--- config.mk ---
export PLATFORM = sky130hd
export DESIGN_NAME = ifsa_ctrl
export DESIGN_NICKNAME = d
export VERILOG_FILES = /design/src/ifsa_pkg.sv /design/src/ifsa_ctrl.sv
export SDC_FILE = /design/constraint.sdc
export NUM_CORES = 1
export LEC_CHECK = 0
export ABC_AREA = 1
export BUFFER_PORTS_ARGS = -buffer_cell sky130_fd_sc_hd__buf_2
export CAP_MARGIN = 15
export CORE_AREA = 2 2 39 41
export DETAILED_ROUTE_END_ITERATION = 8
export DIE_AREA = 0 0 41 43
export PLACE_DENSITY = 0.3
export RECOVER_POWER = 25
export SKIP_CTS_REPAIR_TIMING = 1
export SLEW_MARGIN = 20
export SYNTH_ARGS = -nofsm -noshare
export SYNTH_HDL_FRONTEND = slang
export SYNTH_SLANG_ARGS = --single-unit
--- constraint.sdc ---
create_clock -name clk -period 1 [get_ports clk]
set_input_delay 0.2 -clock clk [delete_from_list [all_inputs] [get_ports clk]]
set_output_delay 0.2 -clock clk [all_outputs]
set_load 0.05 [all_outputs]
--- src/ifsa_pkg.sv ---
// Shared types and constants of the index allocator: word layouts,
// command and status codes, controller interface structs. Depends on nothing.
package ifsa_pkg;

  localparam int ENTRIES_DEFAULT = 1024;
  localparam int SLOT_W          = 10;
  localparam int STATUS_W        = 2;
  localparam int CNT_W           = 11;

  localparam logic CMD_ALLOC = 1'b0;
  localparam logic CMD_FREE  = 1'b1;

  localparam logic [STATUS_W-1:0] ST_OK        = 2'd0;
  localparam logic [STATUS_W-1:0] ST_EMPTY     = 2'd1;
  localparam logic [STATUS_W-1:0] ST_RANGE     = 2'd2;
  localparam logic [STATUS_W-1:0] ST_NOT_ALLOC = 2'd3;

  typedef struct packed {
    logic              command;
    logic [SLOT_W-1:0] slot_index;
  } req_t;

  typedef struct packed {
    logic [SLOT_W-1:0]   granted_index;
    logic [STATUS_W-1:0] status;
    logic [CNT_W-1:0]    free_slots;
    logic                slot_was_occupied;
  } rsp_t;

  // Controller to datapath.
  typedef struct packed {
    logic capture;  // latch the request word and launch the memory reads
    logic commit;   // apply the update and load the result register
  } dp_cmd_t;

  // Datapath to controller.
  typedef struct packed {
    logic out_valid;
  } dp_status_t;

endpackage

--- src/ifsa_ctrl.sv ---
// Controller of the index allocator: a two-state sequencer that gates
// request acceptance and commit. Depends on ifsa_pkg.
module ifsa_ctrl (
  input  logic                  clk,
  input  logic                  rst,
  input  logic                  req_valid,
  output logic                  req_stall,
  input  logic                  rsp_stall,
  input  ifsa_pkg::dp_status_t  status,
  output ifsa_pkg::dp_cmd_t     cmd
);

  typedef enum logic [1:0] {
    S_IDLE = 2'b01,
    S_EXEC = 2'b10
  } state_t;

  state_t state;
  state_t state_next;

  always_comb begin
    cmd.capture = (state == S_IDLE) && req_valid;
    cmd.commit  = (state == S_EXEC) && (!status.out_valid || !rsp_stall);
    state_next  = state;
    case (state)
      S_IDLE: begin
        if (req_valid) begin
          state_next = S_EXEC;
        end
      end
      S_EXEC: begin
        if (cmd.commit) begin
          state_next = S_IDLE;
        end
      end
      default: begin
        state_next = S_IDLE;
      end
    endcase
  end

  assign req_stall = (state != S_IDLE);

  always_ff @(posedge clk) begin
    if (rst) begin
      state <= S_IDLE;
    end else begin
      state <= state_next;
    end
  end

endmodule

==> metrics.yaml <==
worst_setup_path:
  cp.required_ps: 800
  cp.arrival_ps: 920
  r2r_setup_slack_ps: 40
  r2r-start: "state[1]"
  worstSetupPathType: "flip-flop to primary output"
  crit_fanout: 3
  r2r_end: "state[0]"
  critPathLaunchType: "flip-flop"
  r2r_cells: 6
  worst_setup_path_end_kind: "primary output"
grt:
  grt_max_degree: 5
  grt_pass1_vias: 131
  antenna_found_initial: 0
  grt_pass1_wl_um: 455
  overflow: 0
  grtUsageTotal_pct: 4.41
pwr:
  pwr-share-seq_pct: 23.9
  p_sw_uw: 114
  p_comb_share_pct: 30.6
  internal_power_uw: 271
  clkPwrFrac_pct: 45.4
  total_power_uw: 385
  p_leak_nw: 0.124
  switching_share_pct: 29.5
  power_density_nw_per_um2: 1450
  ir_drop_uv: 497
sta:
  fmax_ghz: 0.890
  finalHoldViolations: 0
  skew_ps: 0.489
  finalSetupTns_ps: -356
  finalSetupViolCount: 3
  slew_viol_final: 0
  fin_ws_ps: -124
  min_period_ps: 1120
  max_slew_margin_pct: 91.3
  period_share_pct: 112
  rsz0062_at_grt: "yes"
  worst_slew_pin_slew_ps: 130
  whs_ps: 143
synthesis:
  syn_area_um2: 101
  syn_inst: 15
  yosysSeqAreaShare_pct: 39.5
  ys_ff_latch: 2
  syn_nets: 20
  avgSynthCellArea_um2: 6.76
  ys_types: 8
  yosys_warnings: 0
cells_and_area:
  fin_util_pct: 19.2
  reg_top3: "state (2)"
  final_common_cell: "buf_2"
  area_growth_pct: 162
  nNetsFinal: 35
  layout.cells.non_filler: 44
  largest_reg_flops: 2
  most-common-layout-cells: "buf_2 (4), nand2_2 (3), clkbuf_4 (3), buf_4 (3)"
  drive_above_1_share_pct: 82.1
  diodes: 0
  finalInstanceArea_um2: 265
  regMostFlops: "state"
placement:
  place_congestion: 0.545
  dp_hpwl_um: 223
  io_buffers: 7
  placedInstanceArea_um2: 186
  pre_cts_ws_ps: -47.7
  dp_cells: 40
route:
  routedWlPerCell_um: 6.82
  drtIter0Drc: 2
  first_pass_iters: 2
  drc: 0
  viasPerCell: 3.09
  drt_wl_total_um: 300
  vias: 136
  ant_nets: 0
worst_hold_path:
  min_to: "state[1]"
  hold_start: "rst"
  hp-class: "input pin to flip-flop"
  min_path_cells: 2
floorplan:
  start_util_pct: 7.32
  rows: 14
  io_pins: 8
  die_area_um2: 1760
  coreArea_um2: 1380
  fp.dieW_um: 41
  die_h_um: 43
clock_network:
  worstSkewPairLatency_ps: 220
  clk_pin_slew_ps: 30
  cts_tree: "done"
  cts-htree-levels: 1
  cts_buffers: 3
  ctsLongestPathBuffers: 2
  cts_sinks: 2
  cts-root-buf: "clkbuf_4"
status:
  violations: "negative setup slack"
  outcome: "complete, but fails checks"
run:
  maxCapViolations: 0
power by group through the flow:
stage               registers (mW)  clock network, mW  logic (mW)
floorplan                   0.0915                  0      0.0557
global placement            0.0912                  0      0.0823
detailed placement          0.0916                  0      0.0840
CTS                         0.0906              0.183      0.0843
global route                0.0929              0.195       0.126
finish                      0.0921              0.175       0.118
Yosys cell counts:
library cell  number  area (um2)
inv_2              1        3.75
nand3_2            1        10.0
dfxtp_1            2        40.0
a21oi_2            1        8.76
nand2_1            5        18.8
nor3_1             1        5.00
inv_1              3        11.3
nor2_1             1        3.75
layout make-up:
| class | count | area, um2 |
|---|---|---|
| clock buffer | 3 | 22.5 |
| fill | 158 | 1120 |
| inverter | 4 | 21.3 |
| multi-input combinational | 9 | 72.6 |
| sequential | 2 | 45.0 |
| tap | 16 | 20.0 |
| timing repair buffer | 10 | 83.8 |
layer usage:
layer / track usage (%) / wire [um] / share of wire [%] / vias up
li1: - / - / - / 71
met1: 5.13 / 118 / 39 / 55
met2: 4.06 / 118 / 39 / 10
met3: 4.71 / 62 / 21 / 0
met4: 4.00 / 0 / 0 / 0
met5: 0 / 0 / 0 / -
how the worst max path moves through the flow:
| stage | from | endpoint | cells after the start | slack [ps] |
|---|---|---|---|---|
| 2_1_floorplan | state[0] | cmd[0] | 1 | -20 |
| 3_3_place_gp | state[0] | cmd[1] | 3 | -40 |
| 3_5_place_dp | state[0] | cmd[1] | 3 | -50 |
| 4_1_cts | state[0] | cmd[1] | 3 | -290 |
| 5_1_grt | state[0] | cmd[0] | 2 | -170 |
| 6_report | state[0] | cmd[0] | 2 | -120 |
logic make-up (layout without fill, tap and decap cells):
| logic type | Yosys count | after routing | synth area share (%) |
|---|---|---|---|
| compound gates | 1 | 1 | 8.64 |
| buf+inv | 4 | 17 | 14.8 |
| flops | 2 | 2 | 39.5 |
| simple gates | 8 | 8 | 37.0 |
critical path: stages, from the launching register on:
cell	delay, ps
dfxtp_4	350
nor3_4	180
buf_6	170
No activity file was read; power rests on OpenSTA's default activity.
